[src/rtl/ladder_keypad_number_decoder_macros.svh]
// Assertion macros shared by the keypad decoder modules.
`ifndef LADDER_KEYPAD_NUMBER_DECODER_MACROS_SVH
`define LADDER_KEYPAD_NUMBER_DECODER_MACROS_SVH

// The consequent must hold in the same cycle as the antecedent.
`define LKD_ASSERT_SAME(lbl, clk, rst_n, ante, cons) \
    lbl: assert property (@(posedge clk) disable iff (!rst_n) (ante) |-> (cons)) \
        else $error("lkd assertion failed");

// The consequent must hold in the cycle after the antecedent.
`define LKD_ASSERT_NEXT(lbl, clk, rst_n, ante, cons) \
    lbl: assert property (@(posedge clk) disable iff (!rst_n) (ante) |=> (cons)) \
        else $error("lkd assertion failed");

`endif

[src/rtl/lkd_pkg.sv]
package lkd_pkg;

    localparam int SAMPLE_W     = 10;
    localparam int LEVEL_W      = 8;
    localparam int KEY_W        = 5;
    localparam int TABLE_LEVELS = 16;

    typedef logic [SAMPLE_W-1:0] t_sample;
    typedef logic [LEVEL_W-1:0]  t_level;
    typedef logic [KEY_W-1:0]    t_key;

    localparam t_key   NO_KEY    = 5'd16;
    localparam t_level TOL_RESET = 8'd4;

    // Nominal ladder readings, highest voltage first.
    localparam t_level LEVEL_TABLE [TABLE_LEVELS] = '{
        8'd241, 8'd225, 8'd210, 8'd195, 8'd180, 8'd168, 8'd152, 8'd137,
        8'd120, 8'd103, 8'd87,  8'd70,  8'd48,  8'd32,  8'd15,  8'd0
    };

    typedef struct packed {
        logic   fire;
        t_level ref0;
    } t_win_status;

    function automatic t_level abs_diff(input t_level a, input t_level b);
        return (a > b) ? (a - b) : (b - a);
    endfunction

endpackage

[src/rtl/lkd_sample_if.sv]
interface lkd_sample_if import lkd_pkg::*; ();
    logic    valid;
    logic    ready;
    t_sample adc_sample;

    modport source (output valid, output adc_sample, input ready);
    modport sink   (input valid, input adc_sample, output ready);
endinterface

[src/rtl/lkd_result_if.sv]
interface lkd_result_if import lkd_pkg::*; ();
    logic valid;
    logic ready;
    t_key key_code;
    t_key last_key;

    modport source (output valid, output key_code, output last_key, input ready);
    modport sink   (input valid, input key_code, input last_key, output ready);
endinterface

[src/rtl/lkd_window.sv]
`include "ladder_keypad_number_decoder_macros.svh"

module lkd_window import lkd_pkg::*; #(
    parameter int WINDOW_DEPTH = 8
) (
    input  logic         i_clk,
    input  logic         i_rst_n,
    lkd_sample_if.sink   i_sample,
    input  t_level       i_tol,
    input  logic         i_advance,
    output t_win_status  o_status
);

    localparam int SLOT_W = $clog2(WINDOW_DEPTH);
    localparam int CNT_W  = $clog2(WINDOW_DEPTH + 1);
    localparam logic [SLOT_W-1:0] LAST_SLOT = SLOT_W'(WINDOW_DEPTH - 1);
    localparam logic [CNT_W-1:0]  FULL_CNT  = CNT_W'(WINDOW_DEPTH);
    localparam logic [CNT_W-1:0]  NEAR_FULL = CNT_W'(WINDOW_DEPTH - 1);

    logic              r_s1_valid, n_s1_valid;
    t_level            r_s1_sample;
    t_level            r_win [WINDOW_DEPTH];
    logic [SLOT_W-1:0] r_slot, n_slot;
    logic [CNT_W-1:0]  r_fill, n_fill;

    logic   accept;
    logic   process;
    logic   full;
    logic   stable;
    t_level merged [WINDOW_DEPTH];

    assign i_sample.ready = !r_s1_valid || i_advance;
    assign accept         = i_sample.valid && i_sample.ready;
    assign process        = r_s1_valid && i_advance;

    // The window as it stands once the pending sample has been written.
    always_comb begin
        for (int i = 0; i < WINDOW_DEPTH; i++) begin
            merged[i] = (r_slot == SLOT_W'(i)) ? r_s1_sample : r_win[i];
        end
    end

    always_comb begin
        stable = 1'b1;
        for (int i = 0; i < WINDOW_DEPTH; i++) begin
            if (abs_diff(merged[0], merged[i]) >= i_tol) begin
                stable = 1'b0;
            end
        end
    end

    assign full          = (r_fill >= NEAR_FULL);
    assign o_status.fire = process && full && stable;
    assign o_status.ref0 = merged[0];

    always_comb begin
        n_s1_valid = r_s1_valid;
        n_slot     = r_slot;
        n_fill     = r_fill;
        if (accept) begin
            n_s1_valid = 1'b1;
        end else if (process) begin
            n_s1_valid = 1'b0;
        end
        if (o_status.fire) begin
            // A result restarts the window so the next one needs fresh samples.
            n_slot = '0;
            n_fill = '0;
        end else if (process) begin
            n_slot = (r_slot == LAST_SLOT) ? '0 : r_slot + 1'b1;
            n_fill = (r_fill == FULL_CNT) ? FULL_CNT : r_fill + 1'b1;
        end
    end

    always_ff @(posedge i_clk) begin
        if (!i_rst_n) begin
            r_s1_valid <= 1'b0;
            r_slot     <= '0;
            r_fill     <= '0;
        end else begin
            r_s1_valid <= n_s1_valid;
            r_slot     <= n_slot;
            r_fill     <= n_fill;
        end
    end

    always_ff @(posedge i_clk) begin
        if (accept) begin
            r_s1_sample <= i_sample.adc_sample[SAMPLE_W-1:SAMPLE_W-LEVEL_W];
        end
        if (process) begin
            r_win[r_slot] <= r_s1_sample;
        end
    end

    `LKD_ASSERT_NEXT(a_fire_clears_fill, i_clk, i_rst_n, o_status.fire, r_fill == '0)
    `LKD_ASSERT_SAME(a_fill_bounded, i_clk, i_rst_n, 1'b1, r_fill <= FULL_CNT)
    `LKD_ASSERT_NEXT(a_stage_holds, i_clk, i_rst_n, r_s1_valid && !i_advance,
                     r_s1_valid && $stable(r_s1_sample))

endmodule

[src/rtl/lkd_match.sv]
`include "ladder_keypad_number_decoder_macros.svh"

module lkd_match import lkd_pkg::*; #(
    parameter int LEVEL_COUNT = 16
) (
    input  logic          i_clk,
    input  logic          i_rst_n,
    input  t_win_status   i_status,
    input  t_level        i_tol,
    output logic          o_advance,
    lkd_result_if.source  o_result
);

    localparam int SEARCH = (LEVEL_COUNT < TABLE_LEVELS) ? LEVEL_COUNT : TABLE_LEVELS;

    logic r_out_valid, n_out_valid;
    t_key r_key;
    t_key r_last, n_last;
    t_key key;

    // Scanning from the bottom of the table up leaves the first match in table order.
    always_comb begin
        key = NO_KEY;
        for (int i = SEARCH - 1; i >= 0; i--) begin
            if (abs_diff(i_status.ref0, LEVEL_TABLE[i]) < i_tol) begin
                key = KEY_W'(i);
            end
        end
    end

    assign o_advance = !r_out_valid || o_result.ready;

    always_comb begin
        n_out_valid = r_out_valid;
        n_last      = r_last;
        if (i_status.fire) begin
            n_out_valid = 1'b1;
            if (key != NO_KEY) begin
                n_last = key;
            end
        end else if (o_result.ready) begin
            n_out_valid = 1'b0;
        end
    end

    always_ff @(posedge i_clk) begin
        if (!i_rst_n) begin
            r_out_valid <= 1'b0;
            r_last      <= NO_KEY;
        end else begin
            r_out_valid <= n_out_valid;
            r_last      <= n_last;
        end
    end

    always_ff @(posedge i_clk) begin
        if (i_status.fire) begin
            r_key <= key;
        end
    end

    assign o_result.valid    = r_out_valid;
    assign o_result.key_code = r_key;
    assign o_result.last_key = r_last;

    `LKD_ASSERT_SAME(a_key_range, i_clk, i_rst_n, r_out_valid, r_key <= NO_KEY)
    `LKD_ASSERT_SAME(a_last_follows_key, i_clk, i_rst_n, r_out_valid && (r_key != NO_KEY),
                     r_last == r_key)
    `LKD_ASSERT_NEXT(a_last_sticks, i_clk, i_rst_n, r_last != NO_KEY, r_last != NO_KEY)

endmodule

[src/rtl/ladder_keypad_number_decoder.sv]
// An accepted sample is held in the input stage register; its key is then registered in the result register.
// Throughput: one sample per cycle while results are taken; the window update, stability check and level
// search all fit between the input stage register and the result register.
// While a result waits, the input stage holds its sample; an empty stage still takes one.
// Reset (synchronous, active low): window empty, last key none, tolerance 4.

module ladder_keypad_number_decoder import lkd_pkg::*; #(
    parameter int WINDOW_DEPTH = 8,
    parameter int LEVEL_COUNT  = 16
) (
    input  logic          i_clk,
    input  logic          i_rst_n,
    lkd_sample_if.sink    i_sample,
    lkd_result_if.source  o_result,
    input  logic          i_cfg_we,
    input  t_level        i_cfg_wdata
);

    t_level      r_tol, n_tol;
    t_win_status status;
    logic        advance;

    assign n_tol = i_cfg_we ? i_cfg_wdata : r_tol;

    always_ff @(posedge i_clk) begin
        if (!i_rst_n) begin
            r_tol <= TOL_RESET;
        end else begin
            r_tol <= n_tol;
        end
    end

    lkd_window #(
        .WINDOW_DEPTH (WINDOW_DEPTH)
    ) u_window (
        .i_clk     (i_clk),
        .i_rst_n   (i_rst_n),
        .i_sample  (i_sample),
        .i_tol     (r_tol),
        .i_advance (advance),
        .o_status  (status)
    );

    lkd_match #(
        .LEVEL_COUNT (LEVEL_COUNT)
    ) u_match (
        .i_clk     (i_clk),
        .i_rst_n   (i_rst_n),
        .i_status  (status),
        .i_tol     (r_tol),
        .o_advance (advance),
        .o_result  (o_result)
    );

endmodule

[src/flat_wrapper.sv]
// flat-port wrapper written by rule: the top's interface ports become plain ports
module ladder_keypad_number_decoder_flat import lkd_pkg::*;
#(
    parameter int WINDOW_DEPTH = 8,
    parameter int LEVEL_COUNT  = 16
)
  (i_clk, i_rst_n, i_cfg_we, i_cfg_wdata, i_sample_valid, i_sample_adc_sample, i_sample_ready, o_result_valid, o_result_key_code, o_result_last_key, o_result_ready);
  lkd_sample_if i_sample_i ();
  lkd_result_if o_result_i ();
  input  logic i_clk;
  input  logic i_rst_n;
  input  logic i_cfg_we;
  input  t_level i_cfg_wdata;
  input wire logic [$bits(i_sample_i.valid)-1:0] i_sample_valid;
  input wire logic [$bits(i_sample_i.adc_sample)-1:0] i_sample_adc_sample;
  output wire logic [$bits(i_sample_i.ready)-1:0] i_sample_ready;
  output wire logic [$bits(o_result_i.valid)-1:0] o_result_valid;
  output wire logic [$bits(o_result_i.key_code)-1:0] o_result_key_code;
  output wire logic [$bits(o_result_i.last_key)-1:0] o_result_last_key;
  input wire logic [$bits(o_result_i.ready)-1:0] o_result_ready;
  assign i_sample_i.valid = i_sample_valid;
  assign i_sample_i.adc_sample = i_sample_adc_sample;
  assign i_sample_ready = i_sample_i.ready;
  assign o_result_valid = o_result_i.valid;
  assign o_result_key_code = o_result_i.key_code;
  assign o_result_last_key = o_result_i.last_key;
  assign o_result_i.ready = o_result_ready;
  ladder_keypad_number_decoder #(.WINDOW_DEPTH(WINDOW_DEPTH), .LEVEL_COUNT(LEVEL_COUNT)) u_core (.i_clk(i_clk), .i_rst_n(i_rst_n), .i_sample(i_sample_i), .o_result(o_result_i), .i_cfg_we(i_cfg_we), .i_cfg_wdata(i_cfg_wdata));
endmodule
[config.mk]
export PLATFORM = sky130hd
export DESIGN_NAME = ladder_keypad_number_decoder_flat
export DESIGN_NICKNAME = d
export VERILOG_FILES = /design/src/rtl/lkd_pkg.sv /design/src/rtl/lkd_sample_if.sv /design/src/rtl/lkd_result_if.sv /design/src/rtl/lkd_window.sv /design/src/rtl/lkd_match.sv /design/src/rtl/ladder_keypad_number_decoder.sv /design/src/flat_wrapper.sv
export VERILOG_INCLUDE_DIRS = /design/src /design/src/rtl
export SDC_FILE = /design/constraint.sdc
export NUM_CORES = 1
export LEC_CHECK = 0
export ABC_AREA = 1
export BUFFER_PORTS_ARGS = -buffer_cell sky130_fd_sc_hd__buf_2
export CORE_MARGIN = 4
export CORE_UTILIZATION = 51
export CTS_BUF_LIST = sky130_fd_sc_hd__clkbuf_2
export CTS_CLUSTER_DIAMETER = 60
export DETAILED_ROUTE_END_ITERATION = 12
export PLACE_DENSITY = 0.67
export SYNTH_ARGS = -nofsm -noshare
export SYNTH_HDL_FRONTEND = slang
export SYNTH_HIERARCHICAL = 1
export SYNTH_SLANG_ARGS = --single-unit
[constraint.sdc]
create_clock -name i_clk -period 10.05 [get_ports i_clk]
set_clock_uncertainty 0.2 [all_clocks]
set_input_delay 3.015 -clock i_clk [delete_from_list [all_inputs] [get_ports i_clk]]
set_output_delay 3.015 -clock i_clk [all_outputs]
set_load 0.02 [all_outputs]
=== Word level (Yosys, flattened, before mapping) ===
Memory sizes are Yosys's and may differ from the RTL's.
Cells that the tools add are included.

* Register bits after elaboration: 35
* Bits in writable memories: 64
* Input port bits: 23
* Output and inout port bits: 12
* Word-level logic and storage cells: 191
* Memories kept: 1

* $add $sub $neg: 48
* $lt $le $gt $ge: 48
* Equality and inequality tests: 9
* Mux-type cells: 63
* Bitwise operators: 1
* Reduce and logical (&&, ||, !) cells: 13

{| class="wikitable"
|+ Memories
! memory !! depth !! bits a word !! read ports !! clocked after memory_dff !! write ports !! line !! RTL
|-
| u_core.u_window.r_win || 8 || 8 || 8 || 0 || 1 || lkd_window.sv:22 || <nowiki>t_level r_win [WINDOW_DEPTH];</nowiki>
|}

{| class="wikitable"
|+ Operators by type and width
! kind !! number
|-
| 2-to-1 mux 8 bit || 31
|-
| < comparator 8 bit || 16
|-
| subtractor 8 bit || 15
|-
| 2-to-1 mux 5 bit || 16
|-
| >= comparator 8 bit || 8
|-
| > comparator 8 bit, second input constant || 8
|-
| subtractor 8 bit, first input constant || 8
|-
| subtractor 8 bit, second input constant || 8
|-
| > comparator 8 bit || 7
|-
| > comparator 8 x 7 -> 1 bit, second input constant || 4
|-
| subtractor 7 x 8 -> 8 bit, first input constant || 4
|-
| subtractor 8 x 7 -> 8 bit, second input constant || 4
|-
| > comparator 8 x 6 -> 1 bit, second input constant || 2
|-
| subtractor 6 x 8 -> 8 bit, first input constant || 2
|-
| subtractor 8 x 6 -> 8 bit, second input constant || 2
|-
| 2-to-1 mux 1 bit || 14
|-
| equality test 3 bit, second input constant || 4
|-
| > comparator 8 x 1 -> 1 bit, second input constant || 1
|-
| > comparator 8 x 4 -> 1 bit, second input constant || 1
|-
| subtractor 1 x 8 -> 8 bit, first input constant || 1
|-
| subtractor 4 x 8 -> 8 bit, first input constant || 1
|-
| subtractor 8 x 4 -> 8 bit, second input constant || 1
|-
| equality test 3 x 2 -> 1 bit, second input constant || 2
|-
| inequality test 5 bit, second input constant || 1
|-
| 15 further kinds || 21
|}

=== Longest topological paths before layout ===
* Word-level depth: 23
* Mapped depth: 38
* Mapped depth without buffers: 36

=== Modules after synthesis ===
Netlist, hierarchy kept.

{| class="wikitable"
|+ Modules (own cells, without submodules)
! module !! times used !! cells an instance !! area each (sq um) !! sequential area each (sq um)
|-
| lkd_window || 1 || 1,575 || 10,510.1 || 2,322.2
|-
| lkd_match || 1 || 928 || 5,879.4 || 270.3
|-
| ladder_keypad_number_decoder || 1 || 50 || 340.3 || 160.2
|}

=== Worst setup path before layout ===
Ideal clock, no wire load.

* Path type: register to register
* From: reg u_core.u_window.r_slot[1]
* To: reg u_core.u_match.r_last[1], in the netlist u_core/u_match/o_result.last_key[1]
* Library setup time: 0.117 ns
* Data arrival time: 6.478 ns
* Required time: 9.733 ns
* Slack: 3.255 ns
* Stages on the path, launching flop included: 26
* Buffers on the path: 1
* Period minus slack after synthesis: 6.795 ns
* Cell sequence: dfxtp_1 inv_1 ha_1 nand2_4 o21ai_0 inv_1 clkinv_1 ha_1 clkbuf_2 inv_1 nor2_1 a21oi_1 nor2_1 inv_1 o221ai_1 xor2_1 ha_1 nand2_1 o21a_1 a21boi_1 nor3_4 nand2_1 o21ai_4 inv_2 o21ai_1 a21oi_1

{| class="wikitable"
|+ RTL lines
! element !! line !! RTL
|-
| from (decl) || lkd_window.sv:23 || <nowiki>logic [SLOT_W-1:0] r_slot, n_slot;</nowiki>
|-
| from (signal assigned) || lkd_window.sv:82 || <nowiki>r_slot <= n_slot;</nowiki>
|-
| to (signal assigned) || lkd_match.sv:52 || <nowiki>r_last <= n_last;</nowiki>
|-
| to (decl) || lkd_match.sv:18 || <nowiki>t_key r_last, n_last;</nowiki>
|}

=== Worst setup path after layout ===
* From: in o_result_ready
* To: out i_sample_ready

* Longest elaborated chain between the ends: 2

{| class="wikitable"
|+ RTL lines
! element !! line !! RTL
|-
| from (decl) || flat_wrapper.sv:20 || <nowiki>input wire logic [$bits(o_result_i.ready)-1:0] o_result_ready;</nowiki>
|-
| logical OR 1 bit || lkd_match.sv:31 || <nowiki>assign o_advance = !r_out_valid || o_result.ready;</nowiki>
|-
| named net u_core.advance || ladder_keypad_number_decoder.sv:21 || <nowiki>logic advance;</nowiki>
|-
| logical OR 1 bit || lkd_window.sv:32 || <nowiki>assign i_sample.ready = !r_s1_valid || i_advance;</nowiki>
|-
| to (decl) || flat_wrapper.sv:16 || <nowiki>output wire logic [$bits(i_sample_i.ready)-1:0] i_sample_ready;</nowiki>
|}

The timed path passes the listed nets, and every way through them passes these cells.

==> results by group <==
Clocking
  – Post_cts resized: 0
  – Setup Buffers After CTS: 0
  – CTS root buffer: clkbuf_2
  – CTS tree: yes
  – Clock Sinks: 99
  – Hold_buf cts: 0
  – # H-tree levels: 3
  – Worst skew pair latency: 0.70 ns
  – Clock transition at path regs: 0.31 ns
  – Clock Tree Buf Depth: 2
  – CTS buffer count: 9

Outcome
  – Status: finished, final reports clean

Worst setup path
  – RR Endpoint: u_core/u_match/o_result.last_key[1]
  – Arrival time worst endpoint: 3.51 ns
  – CP Capture Type: primary output
  – Worst path max stage delay: 0.16 ns
  – CP max-delay cell: buf_2
  – Worst Reg2Reg Path Length in Cells: 29
  – Crit-path max FO: 3
  – Setup slack, reg-to-reg: 3.81 ns
  – Worst Setup Start Kind: input pin
  – CP cell instances: buf_2 > inv_1 > nand2_1 > inv_1 > nand2_1 > buf_2
  – Reg-to-Reg Start: u_core/u_window/r_slot[1]
  – CP Class: in2out
  – CP required: 6.84 ns

Worst hold path
  – HP Start: u_core/u_match/o_result.last_key[4]
  – Hold path depth: 2
  – HP Class: reg2reg
  – Hold Path End: u_core/u_match/o_result.last_key[4]

STA
  – Final Setup Violations: 0
  – RSZ-0062 raised after global routing: no
  – Fin crit share: 66.9%
  – Tmin final: 6.72 ns
  – Final count of pins violating max slew: 0
  – Fmax: 149 MHz
  – Rel. slew slack: 18.8%
  – Setup tns final: 0 ns
  – Hold Violations, Final: 0
  – Worst Tran Pin Value: 1.21 ns

Yosys
  – Post-synth EDFFs: 77
  – Async SR Flop Fraction: 0%
  – Synthesized flop and latch total: 99
  – YS warnings: 6
  – Mean Syn Cell Area: 6.55 um^2
  – Primary FF master, synth: edfxtp_1
  – Post-Syn Area: 16700 um^2
  – Synth area leader: ha_1
  – Post-synthesis mux area share: 0.179%
  – Top post-synthesis cells by area: ha_1 (22%), nand2_1 (16%), edfxtp_1 (14%)
  – Post-Synth XOR/XNOR Area: 5.18%
  – Syn nets: 2887
  – Adder-Cell Fraction of Synth Area: 23.9%
  – Post-synthesis simple-gate area fraction: 25.1%
  – Area fraction in compound gates after synthesis: 18.0%
  – Largest family of logic cells by synthesized area: simple AND/OR/NAND/NOR gates
  – Number of library cell types mapped by synthesis: 56
  – Cells after Synth: 2553
  – Top-count cell post-synth: nand2_1
  – Post-synthesis sequential area ratio: 16.5%
  – Commonest cells in the netlist: nand2_1 (707), inv_1 (418), ha_1 (297)
  – Area fraction of the dominant cell type after synthesis: 22.2%

Route
  – DR vias: 16495
  – # DRC: 0
  – DRT iter0 DRCs: 1156
  – Post-Route WL: 53900 um
  – Post-route ant nets: 0
  – WL/cell: 17.9 um
  – 1st-pass router iterations: 6
  – Via density: 5.48

Final layout
  – Nets: 2894
  – Core Util, Final: 53.9%
  – Layout cell share with drive strength beyond 1: 5.54%
  – Synth-to-layout area growth: 4.55%
  – Filler Cell Count: 3310
  – Multi-input gate area: 12100 um^2
  – Register area: 2750 um^2

Placement
  – Final HPWL from detailed placement: 40600 um
  – IO Port Bufs: 32
  – RD Place Congestion: 0.984

Power and ir drop
  – Leak Pwr: 9.50 nW
  – PnR Total Power: 2.74 mW
  – Pwr Density: 157 nW/um^2
  – VDD IR max: 0.000113 V

Global routing
  – First-pass GRT wire length: 82800 um
  – Initial antenna violation count: 2
  – Pin count of the biggest net entering global routing: 32
  – Vias in the first global route: 15432
  – Overall routing resource usage: 29.4%
  – Grt total ovfl: 0

Floorplan
  – Core Region: 32500 um^2
  – Die W: 189 um
  – Area of the die: 35800 um^2
  – Initial Util: 51.5%
  – Row cnt: 66
  – Die height: 189 um
  – Boundary pin count: 35

Run
  – Max-Cap Viols: 0
cell type report:
class,instances,share of cell area (%)
multi-input cells,1966,69.2
flip-flops and latches,99,15.7
inverters,434,9.33
well taps,442,3.16
repair buffers,50,1.69
clock inverters,7,0.536
clock buffers,9,0.258
diodes,4,0.0572
per-stage QoR:
stage	hold WS, ns	worst slack (ns)	cell area, um^2	std cells
after floorplan	0.248	3.25	16700	2553
after global placement	0.226	3.33	17300	2991
after detailed placement	0.236	3.33	17300	2991
after CTS	0.268	3.32	17500	3007
after global routing	0.305	3.25	17500	3009
final	0.272	3.33	17500	3011
registers in the layout (all words and copies together), names as in the netlist:
signal	flops
u_core/u_window/r_fill	4
u_core/u_match/o_result.valid	1
u_core/u_match/o_result.key_code	5
u_core/u_window/r_s1_valid	1
u_core/u_window/r_s1_sample	8
u_core/u_window/r_win	64
u_core/u_match/o_result.last_key	5
u_core/u_window/r_slot	3
u_core/r_tol	8
cells in the final DEF, fill, tap and decap left out, types with 7 or more instances in the layout:
cell type,count
inv_1,418
inv_2,12
nand2_2,22
buf_4,18
clkbuf_2,9
nor3_1,11
nand2_1,707
a21oi_1,182
nor2_2,8
a21boi_0,13
nand3_1,104
nor2_1,141
o211ai_1,16
fa_1,14
o21bai_1,19
edfxtp_1,77
ha_1,297
xor2_1,94
o21ai_1,29
nand4_1,18
buf_2,32
a211oi_1,13
o21ai_2,7
dfxtp_1,22
o21ai_0,197
layer usage:
layer	share of wire, %	global-route usage (%)	vias to the layer above	wire length, um
met2	48	52.1	582	25700
met3	5.6	2.80	145	3020
met1	41	36.1	7460	22300
met5	0	0	-	0
li1	-	-	8308	-
met4	5.4	13.8	0	2930
worst max-delay path: cells and delay by family:
family	cells	cell delay, ns
and+or+nand+nor	2	0.13
buffers and inverters	4	0.36
worst max path at each step:
stage | from | end | depth (start not counted)
after floorplan | u_core/u_window/r_slot[1] | u_core/u_match/o_result.last_key[1] | 25
after global placement | o_result_ready | i_sample_ready | 6
after detailed placement | o_result_ready | i_sample_ready | 6
after CTS | o_result_ready | i_sample_ready | 6
after global routing | o_result_ready | i_sample_ready | 6
final | o_result_ready | i_sample_ready | 6
cell families (layout without fill, tap and decap cells):
group,Yosys count,in the layout
AO/OA/AOI/OAI,528,528
buffers and inverters,488,500
XOR/XNOR,99,99
other,0,4
flip-flops,99,99
multiplexers,3,3
adder cells (fa/ha/maj),311,311
AND/OR/NAND/NOR,1025,1025
report_power, final:
part	internal, mW	switching, mW
Combinational	0.706	1.34
Clock	0.0453	0.170
Sequential	0.457	0.0203
Total	1.21	1.53
Note: power is estimated with default switching activity, not from simulation.
